## config.mk

```make
export PLATFORM = sky130hd
export DESIGN_NAME = dsa_front
export DESIGN_NICKNAME = d
export VERILOG_FILES = /design/src/sv/dsa_pkg.sv /design/src/sv/dsa_front.sv
export SDC_FILE = /design/constraint.sdc
export NUM_CORES = 1
export LEC_CHECK = 0
export BUFFER_PORTS_ARGS = -buffer_cell sky130_fd_sc_hd__buf_2
export CORE_MARGIN = 1.5
export CORE_UTILIZATION = 55
export DETAILED_ROUTE_END_ITERATION = 8
export GPL_ROUTABILITY_DRIVEN = 1
export PLACE_DENSITY = 0.77
export SETUP_SLACK_MARGIN = 0.2
export SLEW_MARGIN = 20
export SYNTH_ARGS = -nofsm -noshare
export SYNTH_HDL_FRONTEND = slang
export SYNTH_SLANG_ARGS = --single-unit
```

## constraint.sdc

```tcl
create_clock -name clk -period 3.85 [get_ports clk]
set_clock_uncertainty 0.05 [all_clocks]
set_input_delay 0.385 -clock clk [delete_from_list [all_inputs] [get_ports clk]]
set_output_delay 0.385 -clock clk [all_outputs]
set_load 0.005 [all_outputs]
```

## src/sv/dsa_pkg.sv

```systemverilog
// Shared types and codes for the shared-array double stack.
// No dependencies; used by every other file of the block but dsa_ram.
package dsa_pkg;

    // Width of one stored word
    localparam int WORD_W = 64;

    // Entries of the command queue between front and back
    localparam int Q_DEPTH = 2;

    // Result status codes
    localparam logic [1:0] ST_DONE  = 2'd0;
    localparam logic [1:0] ST_FULL  = 2'd1;
    localparam logic [1:0] ST_EMPTY = 2'd2;

    // Item kinds
    localparam logic KIND_PUSH = 1'b0;
    localparam logic KIND_POP  = 1'b1;

    // Memory operation of a queued command
    localparam logic [1:0] OP_NONE  = 2'd0;
    localparam logic [1:0] OP_WRITE = 2'd1;
    localparam logic [1:0] OP_READ  = 2'd2;

    // Classified item: memory op plus the result already known at the front
    typedef struct packed {
        logic [1:0] op;
        logic [1:0] status;
        logic       lower_empty;
        logic       upper_empty;
        logic       all_full;
    } meta_t;

endpackage

```

## src/sv/dsa_front.sv

```systemverilog
// Front end: keeps both stack counts, classifies each item into a status,
// a memory slot and the flags after the step. Depends on dsa_pkg.
module dsa_front #(
    parameter int DEPTH = 128
) (
    input  logic                     clk,
    input  logic                     rst_n,
    input  logic                     fire,
    input  logic                     kind,
    input  logic                     stack_sel,
    output dsa_pkg::meta_t           meta,
    output logic [$clog2(DEPTH)-1:0] addr
);

    localparam int AW = $clog2(DEPTH);
    localparam int CW = $clog2(DEPTH + 1);
    localparam logic [CW:0] DEPTH_W = (CW + 1)'(DEPTH);

    logic [CW-1:0] lower_count_reg, lower_count_next;
    logic [CW-1:0] upper_count_reg, upper_count_next;
    logic [CW:0]   sum_now;
    logic [CW:0]   sum_next;
    logic [CW:0]   slot;
    logic          full_now;

    assign sum_now  = {1'b0, lower_count_reg} + {1'b0, upper_count_reg};
    assign full_now = (sum_now >= DEPTH_W);

    // Classify the item
    always_comb
    begin
        lower_count_next = lower_count_reg;
        upper_count_next = upper_count_reg;
        slot             = '0;
        meta.op          = dsa_pkg::OP_NONE;
        meta.status      = dsa_pkg::ST_DONE;
        if (kind == dsa_pkg::KIND_PUSH)
        begin
            if (full_now)
            begin
                meta.status = dsa_pkg::ST_FULL;
            end
            else if (!stack_sel)
            begin
                meta.op          = dsa_pkg::OP_WRITE;
                slot             = {1'b0, lower_count_reg};
                lower_count_next = lower_count_reg + 1'b1;
            end
            else
            begin
                meta.op          = dsa_pkg::OP_WRITE;
                slot             = DEPTH_W - (CW + 1)'(1) - {1'b0, upper_count_reg};
                upper_count_next = upper_count_reg + 1'b1;
            end
        end
        else
        begin
            if (!stack_sel)
            begin
                if (lower_count_reg == '0)
                begin
                    meta.status = dsa_pkg::ST_EMPTY;
                end
                else
                begin
                    meta.op          = dsa_pkg::OP_READ;
                    slot             = {1'b0, lower_count_reg} - (CW + 1)'(1);
                    lower_count_next = lower_count_reg - 1'b1;
                end
            end
            else
            begin
                if (upper_count_reg == '0)
                begin
                    meta.status = dsa_pkg::ST_EMPTY;
                end
                else
                begin
                    meta.op          = dsa_pkg::OP_READ;
                    slot             = DEPTH_W - {1'b0, upper_count_reg};
                    upper_count_next = upper_count_reg - 1'b1;
                end
            end
        end

        // Flags after the step
        sum_next         = {1'b0, lower_count_next} + {1'b0, upper_count_next};
        meta.lower_empty = (lower_count_next == '0);
        meta.upper_empty = (upper_count_next == '0);
        meta.all_full    = (sum_next >= DEPTH_W);
    end

    assign addr = slot[AW-1:0];

    // Count registers
    always_ff @(posedge clk or negedge rst_n)
    begin
        if (!rst_n)
        begin
            lower_count_reg <= '0;
            upper_count_reg <= '0;
        end
        else if (fire)
        begin
            lower_count_reg <= lower_count_next;
            upper_count_reg <= upper_count_next;
        end
    end

endmodule

```

# After elaboration in Yosys (flattened, before gate mapping)

Index checks and enable logic that the tools add are counted.

Register bits after elaboration: 16
Logic and storage cells: 41
Output and inout bits: 14
Input port bits: 5

Order comparisons: 2
Mux-type cells: 24
Add/sub/neg operators: 9
Reductions and logical operators: 4

Operator list:

| kind                                                 | count |
|---|---|
| 2-to-1 mux 8 bit                                     | 10 |
| 2-to-1 mux 7 bit                                     | 6 |
| zero test 8 bit                                      | 4 |
| adder 8 x 8 -> 9 bit                                 | 2 |
| >= comparator 9 x 8 -> 1 bit (second input constant) | 2 |
| adder 8 x 1 -> 8 bit (second input constant)         | 2 |
| subtractor 8 x 1 -> 8 bit (second input constant)    | 2 |
| 2-to-1 mux 2 bit                                     | 4 |
| 2-to-1 mux 4 bit                                     | 2 |
| subtractor 1 x 7 -> 7 bit (first input constant)     | 1 |
| subtractor 7 x 1 -> 7 bit (second input constant)    | 1 |
| subtractor 7 bit (first input constant)              | 1 |
| 2-to-1 mux 1 bit                                     | 2 |

# Longest topological paths before layout

Gate-level depths: netlist (run 1).

Depth after elaboration: 6
Depth in mapped cells: 16
Mapped depth without buffers: 15

# Least setup slack after synthesis (run 1)

No wires, ideal clock.

Kind: flip-flop to output port
Start: register upper_count_reg[0]
End: output port meta[0] (netlist bit)
Stages on the path, launching flop included: 14
Setup slack: -0.282 ns
Data arrival time: 3.697 ns
Cell sequence: dfrtp_1 -> ha_1 -> fa_1 -> nor4_1 -> nand3_1 -> a21oi_2 -> nand4_1 -> xor2_1 -> a21oi_1 -> ha_1 -> or2_2 -> maj3_1 -> a2111oi_0 -> nor3b_1

RTL lines:

| what                     | RTL line         | text |
|---|---|---|
| start: declaration       | dsa_front.sv:20  | `logic [CW-1:0] upper_count_reg, upper_count_next;` |
| start signal: assignment | dsa_front.sv:106 | `upper_count_reg <= upper_count_next;` |
| end: declaration         | dsa_front.sv:11  | `output dsa_pkg::meta_t meta,` |

==> run summary, run 1 <==
Initial antenna violation count: 0
Ports: 19
Failing checks: negative setup slack
Cts bufs inserted: 3
Port bufs: 18
Place WS: -0.115 ns
Startpoint Class: flip-flop
First-pass GRT wire length: 12.9 mm
Post-synth top flop: dfrtp_1
Hpwl dp: 6.35 mm
Final setup vio count: 1
Max VDD drop: 0.582 mV
DIE AREA: 4660 um^2
Syn_area_per_cell: 7.58 um^2
Antenna cells: 0
Root Buffer: clkbuf_8
Worst Path Arrival: 3.88 ns
Vias in the first global route: 2528
Placed inst area: 2910 um^2
Die height: 68.2 um
Worst setup EP type: output port
Outcome: finished with violations
Post-synth top area cell: dfrtp_1
Source-to-sink clock delay at the later pin of the worst-skew pair: 0.25 ns
Fin crit period: 4.31 ns
Core area: 4060 um^2
Final ANT Viol Nets: 0
Largest net degree at the start of global routing: 34
First drt pass iteration count: 8
Max_cap viols: 0
Post-route setup slack: -0.464 ns
Worst rel slew slack: 0.644
Total Power: 3.00 mW
Tcrit/Tclk final: 1.12
Synth cell types: 56
Syn Inst Count: 309
GRT Overall Usage: 0.375
1st-iter DRT viols: 309
Fmax: 0.232 GHz
Setup TNS Final: -0.464 ns
CTS H-tree depth: 1
Largest cells by area after synthesis: dfrtp_1 (17%), ha_1 (11%), nand2_1 (5.1%)
Worst-Margin Slew: 0.533 ns
Flops & latches, synth: 16
Grt ovf: 0
Post-synthesis sequential area ratio: 0.171
Worst hold path type: input port to flip-flop
Largest fanout on the critical path: 5
CTS tree: done
PwrDens: 935 nW/um^2
Starting Density: 0.577
Final Hold Fails: 0
Unrepaired setup endpoints after global routing: yes
Critical path class: flip-flop to output port
Final nets: 399
Vias: 2751
Post-synthesis async set-or-reset flop share: 1.00
Mapped cell area: 2340 um^2
Leak Pwr: 1.33 nW
Final WL: 8.55 mm
Post-route cell area: 3210 um^2
Top cell type's share of synthesized area: 0.171
Routed len/inst: 20.4 um
Clk sink count: 16
GPL Wtd Cong: 1.10
Row count: 23
Maximum buffer depth of the clock tree: 2
Worst-path clk slew: 0.07 ns
Fillers: 275
Share of cells above drive strength 1: 0.386
WHS: 0.535 ns
Synth warn: 0
EDFF count, synth: 0
Synthesis-to-layout area growth: 37.2%
Final Slew Violations: 0
Critical path required time: 3.41 ns
DRC: 0
Vias per inst: 6.55
Die X: 68.2 um
Post-Syn Nets: 337
==> critical path, stage by stage, from the launching register on <==
cell	delay, ns
dfrtp_2	0.46
buf_4	0.16
fa_2	0.40
nor4_4	0.20
nand3_2	0.18
a21oi_4	0.24
nand4_1	0.16
xnor2_1	0.16
nor2_1	0.09
a31oi_1	0.08
ha_2	0.25
or3_4	0.38
a211oi_2	0.19
nand4b_1	0.16
a2111oi_4	0.29
nor3b_1	0.09
buf_2	0.13
==> cell type report <==
cell class,instances,area (um^2),share of cell area
clock buffers,4,55.1,0.0171
repair buffers,79,558,0.174
multi-input cells,260,2090,0.649
inverters,11,46.3,0.0144
well taps,50,62.6,0.0195
flip-flops and latches,16,404,0.126
==> synth_stat cells (6+ instances only) <==
master     n
dfrtp_1   16
nand3_1   12
o21ai_0   16
a211oi_1   6
nand2_1   32
a21oi_1   17
nor3_1    10
a21o_1     6
a31oi_1    9
nand4_1    7
clkbuf_1  15
xnor2_1   10
xor2_1     7
mux2_2     9
nor2_1    27
ha_1      21
inv_1      9
o22ai_1    8
==> metrics by stage <==
| stage | util | instances |
|---|---|---|
| detailed placement | 0.717 | 409 |
| CTS | 0.763 | 418 |
| finish | 0.792 | 420 |
| global route | 0.792 | 420 |
| global placement | 0.717 | 409 |
| floorplan | - | 309 |
==> report_power, final <==
group	switching (mW)	internal (mW)
logic	1.36	1.16
registers	0.0838	0.243
clock network	0.0616	0.0908
==> final timing paths <==
path	slack [ns]	from	depth (start not counted)	endpoint
max	-0.46	lower_count_reg[1]$_DFFE_PN0P_	16	meta[0]
min	0.54	fire	3	lower_count_reg[5]$_DFFE_PN0P_
max reg2reg	1.02	lower_count_reg[1]$_DFFE_PN0P_	13	lower_count_reg[2]$_DFFE_PN0P_
min reg2reg	0.62	lower_count_reg[3]$_DFFE_PN0P_	1	lower_count_reg[3]$_DFFE_PN0P_
max in group asynchronous	2.91	rst_n	2	lower_count_reg[0]$_DFFE_PN0P_
min in group asynchronous	0.55	rst_n	2	lower_count_reg[6]$_DFFE_PN0P_
==> kinds of logic (layout without fill, tap and decap cells) <==
kind of cell / Yosys count / in the layout / synth area share
adder cells (fa/ha/maj): 24 / 24 / 0.134
XOR/XNOR: 17 / 17 / 0.0636
flip-flops: 16 / 16 / 0.171
buffers and inverters: 33 / 94 / 0.0609
AND/OR/NAND/NOR: 118 / 118 / 0.268
AO/OA/AOI/OAI: 89 / 89 / 0.247
multiplexers: 12 / 12 / 0.0561
==> what timing repair did <==
item,CTS,global route
pin swaps,6,10
endpoints found under the hold margin,7,0
gates resized for setup,15,16
setup buffers,4,2
cloned,0,0
hold buffers,1,0
setup endpoints to repair,3,3
==> layout by cell type (no fill, tap or decap), types with 7 or more instances in the layout <==
master / instances
buf_4: 58
nand2_1: 32
nor2_1: 27
buf_2: 18
a21oi_1: 16
o21ai_0: 14
dfrtp_1: 13
ha_1: 12
nand3_1: 10
xnor2_1: 10
nor3_1: 9
mux2_2: 9
o22ai_1: 8
a31oi_1: 8
nand4_1: 7
==> per-layer routing <==
layer,part of all wire,wire length (um),up-vias,global-route usage
li1,-,-,1265,-
met1,0.41,3490,1269,0.495
met2,0.46,3890,169,0.630
met3,0.085,728,48,0.0461
met4,0.051,438,0,0.128
met5,0,0,-,0
No activity file was read; power rests on OpenSTA's default activity.
==> run 2: changes to the inputs <==
--- a/config.mk
+++ b/config.mk
@@ -6,5 +6,6 @@
 export NUM_CORES = 1
 export LEC_CHECK = 0
-export BUFFER_PORTS_ARGS = -buffer_cell sky130_fd_sc_hd__buf_2
+export BUFFER_PORTS_ARGS = -buffer_cell sky130_fd_sc_hd__clkbuf_2
+export CORE_ASPECT_RATIO = 0.7
 export CORE_MARGIN = 1.5
 export CORE_UTILIZATION = 55
==> constraint.sdc (replaced) <==
create_clock -name clk -period 3.85 [get_ports clk]
set_clock_uncertainty 0.05 [all_clocks]
set_input_delay 0.1925 -clock clk [delete_from_list [all_inputs] [get_ports clk]]
set_output_delay 0.1925 -clock clk [all_outputs]
set_load 0.005 [all_outputs]
==> run 2 against run 1 <==
  * Wire length grew 2.0%
  * Critical path type unchanged
  * Sequential share of layout area grew 0.33 points
  * The run still ends with negative setup slack left
  * Largest power group unchanged
  * Via count grew 3.8%
  * Combinational power is essentially flat
==> run summary, run 2 (synthesis results as in run 1) <==
Outcome: finished with violations
Failing checks: negative setup slack
Final setup vio count: 1
Routed len/inst: 21.0 um
Hpwl dp: 5.82 mm
Most frequent cells in the layout: buf_4 (54), nand2_1 (32), nor2_1 (25)
Largest stage delay on the critical path: 0.42 ns
1st-iter DRT viols: 324
Root Buffer: clkbuf_8
First drt pass iteration count: 5
Max_cap viols: 0
Worst-path clk slew: 0.07 ns
R2R depth: 12
Worst reg2reg path startpoint: upper_count_reg[6]$_DFFE_PN0P_
Row count: 19
Critical path required time: 3.61 ns
Worst setup EP type: output port
Final WL: 8.73 mm
Maximum buffer depth of the clock tree: 2
Vias: 2856
Largest net degree at the start of global routing: 33
Flop-to-flop setup slack: 0.86 ns
Reg2reg end: upper_count_reg[1]$_DFFE_PN0P_
Worst Path Arrival: 3.88 ns
Port bufs: 18
Die height: 57.6 um
Unrepaired setup endpoints after global routing: yes
DIE AREA: 4660 um^2
M2 GR Usage: 0.567
Fmax: 0.242 GHz
Sequential Area: 402 um^2
Final Hold Fails: 0
Startpoint Class: flip-flop
Multi-input gate area: 2040 um^2
Worst-Margin Slew: 0.690 ns
Ports: 19
GRT busiest layer: met2
Fillers: 280
CP Cell Sequence: ha_1 -> a211oi_2 -> nand2_1 -> o21a_1 -> a21oi_4 -> buf_4 -> nand4_1 -> xor2_1 -> a21oi_2 -> ha_4 -> or2_4 -> maj3_2 -> a2111oi_4 -> nor3b_1 -> clkbuf_2
Largest fanout on the critical path: 4
Most common cell after layout, fill and taps aside: buf_4
Source-to-sink clock delay at the later pin of the worst-skew pair: 0.25 ns
Starting Density: 0.586
First-pass GRT wire length: 13.3 mm
Max VDD drop: 0.607 mV
CTS tree: done
Worst rel slew slack: 0.539
Slowest cell on the critical path: dfrtp_1
PwrDens: 964 nW/um^2
WHS: 0.349 ns
Critical path class: flip-flop to output port
Worst hold path type: input port to asynchronous set/reset pin
Vias per inst: 6.87
Vias in the first global route: 2556
Share of cells above drive strength 1: 0.363
Fin crit period: 4.13 ns
Clk sink count: 16
Total Power: 3.00 mW
Grt ovf: 0
GRT Overall Usage: 0.382
Setup TNS Final: -0.277 ns
Die X: 81.0 um
Post-route setup slack: -0.277 ns
Final Slew Violations: 0
Core area: 3990 um^2
GPL Wtd Cong: 0.971
Antenna cells: 0
Tcrit/Tclk final: 1.07
Final nets: 393
DRC: 0
Global routing met1 resource utilization: 0.530
Cts bufs inserted: 3
Met3 GRT Util: 0.104
CTS H-tree depth: 1
Synthesis-to-layout area growth: 32.9%
Initial antenna violation count: 1
Final ANT Viol Nets: 0
Leak Pwr: 1.31 nW
run 2: cell count changes in the layout (fill, tap and decap cells not counted), sizes merged:
cell | previous run | this run
buf | 78 | 54
clkbuf | 4 | 22
run 2: how the worst max path moves through the flow:
stage                              startpoint       to  slack (ns)  cells after the start
3_3_place_gp   lower_count_reg[0]$_DFFE_PN0P_  meta[0]       -0.10                     14
6_report       upper_count_reg[6]$_DFFE_PN0P_  meta[0]       -0.28                     15
5_1_grt        upper_count_reg[6]$_DFFE_PN0P_  meta[0]       -0.37                     15
2_1_floorplan  upper_count_reg[0]$_DFFE_PN0P_  meta[0]        0.21                     13
3_5_place_dp   lower_count_reg[1]$_DFFE_PN0P_  meta[0]       -0.11                     14
4_1_cts        lower_count_reg[0]$_DFFE_PN0P_  meta[0]       -0.12                     14
run 2: layout make-up:
class                           count  share of cell area
Timing Repair Buffer               73               0.163
Tap cell                           52              0.0209
Multi-Input combinational cell    260               0.656
Clock buffer                        4              0.0177
Inverter                           11              0.0133
Sequential cell                    16               0.129
run 2: worst max-delay path, delay by kind of cell, from the launching register on:
| kind | cells | cell delay, ns |
|---|---|---|
| buf+inv | 2 | 0.28 |
| xor+xnor | 1 | 0.18 |
| flops | 1 | 0.42 |
| simple gates | 4 | 0.53 |
| compound gates | 5 | 1.31 |
| fa+ha+maj | 3 | 0.91 |
run 2: power breakdown:
group / total (mW) / switching (mW) / internal [mW]
Combinational: 2.52 / 1.40 / 1.12
Sequential: 0.323 / 0.0822 / 0.241
Clock: 0.152 / 0.0609 / 0.0908
run 2: per-stage QoR:
step,util,cells,worst slack [ns],cell area (um^2)
floorplan,-,309,0.207,2370
global placement,0.683,397,-0.103,2730
detailed placement,0.683,397,-0.110,2730
finish,0.779,416,-0.277,3110
global route,0.779,416,-0.367,3110
CTS,0.759,414,-0.123,3030
run 2: per-layer routing:
layer / vias to the layer above / part of all wire
met5: - / 0.0019
met4: 2 / 0.038
met3: 46 / 0.14
met2: 246 / 0.43
met1: 1315 / 0.40
li1: 1247 / -
run 2: repair_timing:
item / CTS / global route
setup buffers: 12 / 2
endpoints found under the hold margin: 16 / 0
pin swaps: 21 / 12
gates resized for setup: 29 / 10
hold buffers: 1 / 0
setup endpoints to repair: 2 / 3
