File: config.mk
export PLATFORM = sky130hd
export DESIGN_NAME = dsa_queue
export DESIGN_NICKNAME = d
export VERILOG_FILES = /design/src/sv/dsa_pkg.sv /design/src/sv/dsa_queue.sv
export SDC_FILE = /design/constraint.sdc
export NUM_CORES = 1
export LEC_CHECK = 0
export ABC_CLOCK_PERIOD_IN_PS = 8400
export BUFFER_PORTS_ARGS = -buffer_cell sky130_fd_sc_hd__clkbuf_2
export CORE_MARGIN = 2
export CORE_UTILIZATION = 55
export DETAILED_ROUTE_END_ITERATION = 7
export PLACE_DENSITY = 0.95
export SLEW_MARGIN = 10
export SYNTH_ARGS = -nofsm -noshare
export SYNTH_HDL_FRONTEND = slang
export SYNTH_SLANG_ARGS = --single-unit
File: constraint.sdc
create_clock -name clk -period 8.4 [get_ports clk]
set_input_delay 0.84 -clock clk [delete_from_list [all_inputs] [get_ports clk]]
set_output_delay 0.84 -clock clk [all_outputs]
set_load 0.1 [all_outputs]
File: src/sv/dsa_pkg.sv
// Shared types and codes for the shared-array double stack.
// No dependencies; used by every other file of the block but dsa_ram.
package dsa_pkg;

    // Width of one stored word
    localparam int WORD_W = 64;

    // Entries of the command queue between front and back
    localparam int Q_DEPTH = 2;

    // Result status codes
    localparam logic [1:0] ST_DONE  = 2'd0;
    localparam logic [1:0] ST_FULL  = 2'd1;
    localparam logic [1:0] ST_EMPTY = 2'd2;

    // Item kinds
    localparam logic KIND_PUSH = 1'b0;
    localparam logic KIND_POP  = 1'b1;

    // Memory operation of a queued command
    localparam logic [1:0] OP_NONE  = 2'd0;
    localparam logic [1:0] OP_WRITE = 2'd1;
    localparam logic [1:0] OP_READ  = 2'd2;

    // Classified item: memory op plus the result already known at the front
    typedef struct packed {
        logic [1:0] op;
        logic [1:0] status;
        logic       lower_empty;
        logic       upper_empty;
        logic       all_full;
    } meta_t;

endpackage

File: src/sv/dsa_queue.sv
// Short command queue between front and back, flip-flop storage.
// Depends on dsa_pkg for its depth.
module dsa_queue #(
    parameter int WIDTH = 80
) (
    input  logic             clk,
    input  logic             rst_n,
    input  logic             push,
    input  logic [WIDTH-1:0] push_data,
    output logic             full,
    input  logic             pop,
    output logic             not_empty,
    output logic [WIDTH-1:0] head
);

    localparam int QAW = (dsa_pkg::Q_DEPTH > 1) ? $clog2(dsa_pkg::Q_DEPTH) : 1;
    localparam logic [QAW-1:0] LAST = QAW'(dsa_pkg::Q_DEPTH - 1);
    localparam int CNTW = $clog2(dsa_pkg::Q_DEPTH + 1);

    logic [WIDTH-1:0] slots_reg [dsa_pkg::Q_DEPTH];
    logic [QAW-1:0]   wr_ptr_reg, wr_ptr_next;
    logic [QAW-1:0]   rd_ptr_reg, rd_ptr_next;
    logic [CNTW-1:0]  count_reg, count_next;

    assign full      = (count_reg == CNTW'(dsa_pkg::Q_DEPTH));
    assign not_empty = (count_reg != '0);
    assign head      = slots_reg[rd_ptr_reg];

    // Pointer and count update
    always_comb
    begin
        wr_ptr_next = wr_ptr_reg;
        rd_ptr_next = rd_ptr_reg;
        count_next  = count_reg;
        if (push)
        begin
            wr_ptr_next = (wr_ptr_reg == LAST) ? '0 : wr_ptr_reg + 1'b1;
        end
        if (pop)
        begin
            rd_ptr_next = (rd_ptr_reg == LAST) ? '0 : rd_ptr_reg + 1'b1;
        end
        case ({push, pop})
            2'b10:   count_next = count_reg + 1'b1;
            2'b01:   count_next = count_reg - 1'b1;
            default: count_next = count_reg;
        endcase
    end

    always_ff @(posedge clk or negedge rst_n)
    begin
        if (!rst_n)
        begin
            wr_ptr_reg <= '0;
            rd_ptr_reg <= '0;
            count_reg  <= '0;
        end
        else
        begin
            wr_ptr_reg <= wr_ptr_next;
            rd_ptr_reg <= rd_ptr_next;
            count_reg  <= count_next;
        end
    end

    // Entry storage
    always_ff @(posedge clk)
    begin
        if (push)
        begin
            slots_reg[wr_ptr_reg] <= push_data;
        end
    end

endmodule

# == Word level (Yosys, flattened, before mapping) ==
# Memories as Yosys holds them, arrays and structs flattened.
# Index checks and enable logic that the tools add are counted.
# op_classes
div,0
n_reduce_logical,2
n_eq_ne,3
order_cmp,0
add_sub_neg,4
n_bitwise,0
n_mul,0
mux,5
n_shift,0
# op_table
operator,n
"2-bit == test, second input constant",2
1-bit two-way mux,4
2-bit one-hot mux with 2 select lines,1
2-bit nonzero test,2
"1-bit adder, second input constant",2
"2-bit by 1-bit adder with 2-bit output, second input constant",1
"2-bit by 1-bit == test with 1-bit output, second input constant",1
"2-bit by 1-bit subtractor with 2-bit output, second input constant",1
# totals
mem_bits_rw,160
word_cells,18
in_bits,84
reg_bits,4
latchBits,0
mem_count,1
mem_bits_ro,0
# mem_list
name,depth,word_bits,rd,rd_ports_with_merged_regs,wr,line,rtl
slots_reg,2,80,1,0,1,dsa_queue.sv:20,logic [WIDTH-1:0] slots_reg [dsa_pkg::Q_DEPTH];

# == Longest topological paths before layout ==
# Gate-level depths: netlist of run 1.
# depth
depth_word,2
ltp_mapped,5
depth_no_buf,5

# == Worst setup path before layout of run 1 ==
# No wires, ideal clock.
# synth_path
path_kind,input-to-reg
startpoint,input port push
endpoint,memory slots_reg[0][0] (enable)
setup_slack_ns,3.627
required_ns,7.879
setup_time_ns,0.521
n_path_buf,0
stages,2
arrival_ns,4.252
path_cell_list,inv_1 -> nor2_1
# synth_between
elab_chain_len,2
# synth_rtl
element,line,rtl
"start, declared",dsa_queue.sv:8,"input logic push,"
1-bit two-way mux,dsa_queue.sv:69,if (push)
1-bit two-way mux (not written as such),dsa_queue.sv:71,slots_reg[wr_ptr_reg] <= push_data;
"end, declared",dsa_queue.sv:20,
# No other way between the ends.

# == Final worst setup path of run 1 ==
# layout_path
startpoint,register rd_ptr_reg
endpoint,output port head[79]
# layout_between
elab_chain_len,1
# layout_rtl
element,line,rtl
"start, declared",dsa_queue.sv:22,"logic [QAW-1:0] rd_ptr_reg, rd_ptr_next;"
"start signal, assigned",dsa_queue.sv:61,rd_ptr_reg <= rd_ptr_next;
memory 2 x 80 bit,n/a,
"end, declared",dsa_queue.sv:13,output logic [WIDTH-1:0] head
# No other way between the ends.

==> flow_metrics.tcl, run 1 <==
set metrics [dict create \
    largest_register_ffs 160 \
    fin_ws_ps 4710 \
    cts_setup_buffers 0 \
    antenna_cells 0 \
    finalSetupTns_ps 0 \
    crit_family "buffers and inverters" \
    cts_htree_levels 4 \
    setup_violations 0 \
    ys_types 14 \
    clock_skew_ps 5.77 \
    cpMaxStageDelayCell "dfrtp_4" \
    synth_area_per_cell_um2 24.0 \
    clockBufferDepth 2 \
    die_w_um 112 \
    dp_hpwl_um 7090 \
    ys_ff_latch 164 \
    core_um2 11400 \
    slowest_delay_ps 820 \
    path_max_fanout 49 \
    worst_setup_path_end_kind "output port" \
    cts_resized 0 \
    clock_sinks 164 \
    period_needed_ps 3690 \
    tightest_slew_ps 1080 \
    clockRootBuffer "clkbuf_16" \
    rsz0062_at_grt "false" \
    syn_area_um2 6360 \
    clk_pin_slew_ps 60 \
    outcome "finished clean" \
    drive_gt1_share_pct 61.1 \
    ctsHoldBuffers 0 \
    ant_nets 0 \
    post-route-period-util_pct 44.0 \
    overflow 0 \
    path_cells "buf_4, mux2_4, clkbuf_2" \
    drt_iter0_markers 164 \
    area_growth_pct 22.5 \
    relSlewSlack_pct 28.1 \
    wl_per_cell_um 17.7 \
    tritoncts "done" \
    path_class "flip-flop to output port" \
    report.final.slew_viol_count 0 \
    yosysWarnings 0 \
    max_cap_violations 0 \
    drtPass1Iterations 5 \
    fmax_mhz 271 \
    seq_area_frac_synth_pct 77.1 \
    drc 0 \
    initial_core_util_pct 55.9 \
    nFillCells 717 \
    cp.required_ps 7560 \
    antenna_found_initial 0 \
    grt_pass1_wl_um 16200 \
    die_area_um2 12400 \
    hold_viol_final 0 \
    num-nets-final 527 \
    place_congestion 0.713 \
    synthCells 265 \
    regArea_um2 4910 \
    multi_input_area_um2 1290 \
    hp-class "input pin to asynchronous set/reset pin" \
    grt_pass1_vias 3136 \
    worst_setup_path_start_kind "flip-flop" \
    core.rowCount 39 \
    cts_buffers 17 \
    grt_max_degree 81 \
    io_pins 166 \
    met1_usage_pct 20.1 \
    critPathBufInv 2 \
    grt_use_met3_pct 5.66 \
    dp_slack_ps 5120 \
    clk_latency_ps 410 \
    groute.usage.overall_pct 17.6 \
    use_met2_pct 30.8 \
    vias_per_cell 5.01 \
    gr-max-usage-layer "met2" \
    via_count 2995 \
    syn_nets 350 \
    dieHeight_um 112 \
    io_buffers 165 \
    cp.arrival_ps 2850 \
    holdWs_ps 232 \
    totalWireLength_um 10600 \
]
-- metrics by stage --
step,instances,area (um^2),util (%)
after floorplan,265,6360,-
after global placement,566,7220,63.5
after detailed placement,566,7220,63.5
after CTS,598,7790,68.5
after global routing,598,7790,68.5
final,598,7790,68.5
-- path summary, 6_finish.rpt --
kind	start	to	slack, ps	cells after the start
setup / recovery	rd_ptr_reg	head[79]	4710	3
min in group clk	count_reg[1]	count_reg[1]	480	1
max in group asynchronous	rst_n	rd_ptr_reg	8020	1
hold reg to reg	count_reg[1]	count_reg[1]	480	1
hold / removal	rst_n	count_reg[0]	230	1
setup reg to reg	wr_ptr_reg	slots_reg[0][60]	6190	2
-- worst reg2reg max path, cell delays in order, from the launching register on --
cell,delay (ps)
dfrtp_1,430
nor2_4,690
buf_4,690
-- cell type report --
cell class / instances / share of cell area, %
well taps: 143 / 2.30
clock inverters: 13 / 1.75
repair buffers: 167 / 10.8
flip-flops and latches: 164 / 63.0
inverters: 1 / 0.0482
clock buffers: 19 / 5.56
multi-input cells: 91 / 16.6
-- cells in the mapped netlist --
master | count | area, um^2
and2_1 | 1 | 6.26
buf_12 | 8 | 160
buf_6 | 1 | 11.3
dfrtp_1 | 4 | 100
edfxtp_1 | 160 | 4800
ha_1 | 1 | 12.5
inv_1 | 1 | 3.75
mux2_2 | 1 | 11.3
mux2_4 | 79 | 1190
nor2_1 | 2 | 7.51
nor2b_1 | 1 | 6.26
or2_2 | 1 | 6.26
xnor2_1 | 2 | 17.5
xor2_1 | 3 | 26.3
-- cell families (layout without fill, tap and decap cells) --
logic type | after synthesis | count (layout) | share of synthesized area (%)
adders and majority gates | 1 | 1 | 0.197
and+or+nand+nor | 5 | 5 | 0.413
muxes | 80 | 80 | 18.8
buffers and inverters | 10 | 200 | 2.75
DFF | 164 | 164 | 77.1
xor gates and xnor gates | 5 | 5 | 0.689
-- cells in the final DEF (no fill, tap or decap), drive strengths merged --
cell type / count
mux2: 80
and2: 1
buf: 2
clkbuf: 184
dfrtp: 4
bufinv: 2
clkinvlp: 4
xnor2: 2
or2: 1
nor2b: 1
ha: 1
nor2: 2
edfxtp: 160
xor2: 3
clkinv: 7
inv: 1
-- routing by layer --
metal	vias to the layer above	share of wire (%)
met1	1453	38
met2	117	54
li1	1409	-
met4	0	1.6
met5	-	0
met3	16	6.1
Power of run 1 is not shown: default switching activity piles up to over one toggle a cycle in this logic, so the estimate is an artifact.
==> run 2, diff against run 1 <==
Settings changed: ABC_CLOCK_PERIOD_IN_PS 8400 to 3100, CORE_UTILIZATION 55 to 47, PLACE_DENSITY 0.95 to 0.87.
Clock period 8.4 ns to 3.1 ns, I/O delays scaled along.
==> flow_metrics.tcl, run 2 (synthesis results as in run 1) <==
set metrics [dict create \
    grt_max_degree 81 \
    outcome "finished clean" \
    tritoncts "done" \
    worst_setup_path_start_kind "flip-flop" \
    dpl.cell_count 601 \
    final_common_cell "clkbuf_2" \
    path_cells "buf_4, mux2_4, clkbuf_2" \
    cts_buffers 17 \
    vias_per_cell 4.79 \
    path_max_fanout 23 \
    max_cap_violations 0 \
    wl_per_cell_um 17.1 \
    drc 0 \
    worst_setup_path_end_kind "output port" \
    via_count 3037 \
    die_w_um 120 \
    rsz0062_at_grt "false" \
    post-route-period-util_pct 78.2 \
    cp.required_ps 2790 \
    dieHeight_um 120 \
    cpMaxStageDelayCell "dfrtp_4" \
    setup_violations 0 \
    io_buffers 165 \
    cp.arrival_ps 2110 \
    grt_pass1_wl_um 16300 \
    die_area_um2 14500 \
    report.final.slew_viol_count 0 \
    period_needed_ps 2420 \
    clockRootBuffer "clkbuf_16" \
    clock_skew_ps 5.16 \
    core_um2 13200 \
    dp_slack_ps 1090 \
    finalSetupTns_ps 0 \
    totalWireLength_um 10800 \
    area_growth_pct 24.0 \
    largest_register_ffs 160 \
    stdcell_count 634 \
    clk_pin_slew_ps 60 \
    clk_latency_ps 420 \
    nFillCells 1006 \
    clock_sinks 164 \
    slowest_delay_ps 550 \
    dp_hpwl_um 7160 \
    fin_ws_ps 676 \
    overflow 0 \
    path_class "flip-flop to output port" \
    drtPass1Iterations 4 \
    antenna_cells 0 \
    ant_nets 0 \
    clockBufferDepth 2 \
    grt_pass1_vias 3263 \
    initial_core_util_pct 48.0 \
    cts_htree_levels 4 \
    drt_iter0_markers 188 \
    hp-class "input pin to flip-flop" \
    groute.usage.overall_pct 15.1 \
    relSlewSlack_pct 25.7 \
    hold_viol_final 0 \
    place_congestion 0.681 \
    final_cell_mix "165 x clkbuf_2, 160 x edfxtp_1, 79 x mux2_4, 17 x clkbuf_16, 5 x clkinvlp_4" \
    num-nets-final 530 \
    fmax_mhz 413 \
    antenna_found_initial 0 \
    core.rowCount 42 \
    drive_gt1_share_pct 61.8 \
    io_pins 166 \
    tightest_slew_ps 1110 \
]
[run 2: worst paths after layout]
path,from,end,slack [ps],depth (start not counted)
setup / recovery,rd_ptr_reg,head[76],680,3
hold / removal,push_data[55],slots_reg[1][55],80,1
setup reg to reg,wr_ptr_reg,slots_reg[1][58],1320,1
hold reg to reg,count_reg[1],count_reg[1],490,1
max in group asynchronous,rst_n,rd_ptr_reg,2680,2
min in group asynchronous,rst_n,count_reg[1],250,2
[run 2: timing repair]
action                                 CTS  global route
hold buffers                             1             0
resized for setup                        0             0
endpoints found under the hold margin    4             0
setup buffers                            0             0
[run 2: critical path, delay by kind of cell (launching register included)]
family / cells / cell delay [ps]
buf+inv: 2 / 790
flops: 1 / 550
mux: 1 / 340
[run 2: final cells by class]
cell class	instances	area [um^2]	share of cell area (%)
Clock buffer	17	425	5.40
Clock inverter	15	158	2.00
Inverter	1	3.75	0.0476
Multi-Input combinational cell	91	1290	16.4
Sequential cell	164	4910	62.3
Tap cell	176	220	2.79
Timing Repair Buffer	170	878	11.1
[run 2: per-layer routing]
| metal | routed length [um] | share of wire, % | track usage (%) | vias up |
|---|---|---|---|---|
| met4 | 258 | 2.4 | 6.90 | 0 |
| met5 | 0 | 0 | 0 | - |
| met1 | 4370 | 40 | 17.9 | 1484 |
| met3 | 732 | 6.8 | 5.14 | 23 |
| li1 | - | - | - | 1409 |
| met2 | 5460 | 50 | 25.2 | 121 |
[run 2: per-stage QoR]
stage          instance area, um^2  utilization (%)  hold WS (ps)
2_1_floorplan                 6360                -          14.4
3_3_place_gp                  7290             55.1           125
3_5_place_dp                  7290             55.1           137
4_1_cts                       7880             59.5          62.3
5_1_grt                       7880             59.5          64.2
6_report                      7880             59.5          82.0
Power of run 2 is left out for the same reason.
==> run 3, diff against run 2 <==
Settings changed: ABC_AREA set to 1, ABC_CLOCK_PERIOD_IN_PS 3100 to 2200.
Clock period 3.1 ns to 2.2 ns, I/O delays scaled along.
==> flow_metrics.tcl, run 3 <==
set metrics [dict create \
    outcome "finished clean" \
    r2r_start "wr_ptr_reg" \
    critical_path.most_common_cell "buf_12" \
    clock_skew_ps 9.24 \
    r2r_cells 3 \
    clk_latency_ps 420 \
    dieHeight_um 119 \
    post-route-period-util_pct 94.5 \
    cts_buffers 17 \
    antenna_cells 0 \
    io_pins 166 \
    yosysTopAreaCellShare_pct 77.5 \
    final_common_cell "edfxtp_1" \
    overflow 0 \
    yosysWarnings 0 \
    period_needed_ps 2080 \
    largest_register_ffs 160 \
    reg2reg_slack_ps 820 \
    cp.required_ps 1980 \
    path_cells "buf_12, buf_4, o21ai_2, buf_12" \
    core_um2 12800 \
    syn_area_um2 6200 \
    seq_area_frac_synth_pct 79.1 \
    die_w_um 119 \
    relSlewSlack_pct 63.6 \
    cts_htree_levels 4 \
    path_depth 4 \
    synthCells 442 \
    worst_setup_path_start_kind "flip-flop" \
    totalWireLength_um 14200 \
    via_count 4201 \
    drc 0 \
    synthTopCellsByArea "edfxtp_1 77%, inv_1 5.2%, nand2_1 5.2%, o21ai_0 5.1%, buf_6 1.8%" \
    finalSetupTns_ps 0 \
    dpl_cell_area_um2 8540 \
    grt_max_degree 81 \
    yosysMostFrequentCell "edfxtp_1" \
    critPathBufInv 3 \
    rsz0062_at_grt "false" \
    clockRootBuffer "clkbuf_16" \
    cp.arrival_ps 1860 \
    clk_pin_slew_ps 60 \
    reg2reg_to "slots_reg[1][1]" \
    final_core_util_pct 76.8 \
    worst_setup_path_end_kind "output port" \
    drive_gt1_share_pct 40.5 \
    hp-class "input pin to flip-flop" \
    io_buffers 165 \
    ant_nets 0 \
    drt_iter0_markers 240 \
    crit_family "flip-flops" \
    final_cell_mix "160 x edfxtp_1, 86 x nand2_1, 85 x inv_1, 85 x clkbuf_2, 80 x o21ai_2" \
    ys_async_sr_fraction_pct 2.44 \
    grt_pass1_vias 4482 \
    path_class "flip-flop to output port" \
    fmax_mhz 481 \
    crit_path_end "head[15]" \
    antenna_found_initial 0 \
    synth_edf_count 160 \
    drtPass1Iterations 4 \
    cts_resized 0 \
    tritoncts "done" \
    path_max_fanout 25 \
    setup_violations 0 \
    groute.usage.overall_pct 21.3 \
    nFillCells 694 \
    wl_per_cell_um 16.1 \
    ys_ff_latch 164 \
    initial_core_util_pct 48.5 \
    finalInstanceArea_um2 9800 \
    core.rowCount 41 \
    max_cap_violations 0 \
    hold_viol_final 0 \
    holdPathStages 1 \
    worstSetupStartpoint "rd_ptr_reg" \
    syn_nets 527 \
    report.final.slew_viol_count 0 \
    ys_top_cells_by_count "160 x edfxtp_1, 86 x inv_1, 86 x nand2_1" \
    slowest_delay_ps 620 \
    synth_ff_type "edfxtp_1" \
    grt_pass1_wl_um 22300 \
    vias_per_cell 4.76 \
    cpMaxStageDelayCell "dfrtp_4" \
    dp_hpwl_um 8540 \
    synth_area_per_cell_um2 14.0 \
    place_congestion 0.742 \
    clock_sinks 164 \
    ys_types 16 \
    tightest_slew_ps 549 \
    num-nets-final 783 \
    area_growth_pct 58.1 \
    synth_top_area_cell "edfxtp_1" \
    clockBufferDepth 2 \
    die_area_um2 14100 \
]
run 3: per-layer routing:
layer	vias up	track usage, %	part of all wire, %
met1	1965	22.7	36
li1	2033	-	-
met2	162	38.5	56
met4	0	10.8	3.4
met3	41	5.65	4.6
met5	-	0	0
run 3: final cells by class:
class / count / area (um^2) / share of cell area [%]
well taps: 172 / 215 / 2.19
multi-input cells: 174 / 1090 / 11.1
clock inverters: 11 / 87.6 / 0.893
repair buffers: 255 / 2740 / 27.9
inverters: 86 / 327 / 3.33
flip-flops and latches: 164 / 4910 / 50.1
clock buffers: 21 / 440 / 4.49
run 3: worst register-to-register path: stages (launching register included):
cell	delay (ps)
dfrtp_1	420
nand2_1	110
clkinvlp_4	90
buf_12	370
run 3: stage by stage:
step | setup slack, ps | hold WS, ps | std cells
floorplan | 129 | -75.6 | 442
global placement | 598 | 33.5 | 777
global route | 34.1 | 0.533 | 883
detailed placement | 545 | 42.4 | 777
finish | 120 | 16.3 | 883
CTS | 88.1 | 0.0933 | 882
run 3: what timing repair did:
action                                 4_1_cts  5_1_grt
hold buffers                                73        1
endpoints found under the hold margin      146        2
buffers inserted                             0        0
run 3: worst min-delay path by stage:
stage	from	end	slack, ps
2_1_floorplan	rst_n	count_reg[0]	-80
3_5_place_dp	rst_n	count_reg[0]	40
4_1_cts	push_data[18]	slots_reg[0][18]	0.09
5_1_grt	push_data[33]	slots_reg[1][33]	0.5
6_report	push_data[18]	slots_reg[0][18]	20
3_3_place_gp	rst_n	count_reg[0]	30
run 3: cells by family (layout without fill, tap and decap cells):
family	Yosys count	count (layout)	synth area share, %
buffers and inverters	104	373	7.69
adder cells (fa/ha/maj)	1	1	0.202
flip-flops	164	164	79.1
XOR/XNOR	3	3	0.424
AND/OR/NAND/NOR	90	90	5.51
AO/OA/AOI/OAI	80	80	7.06
Power of run 3 is left out for the same reason.
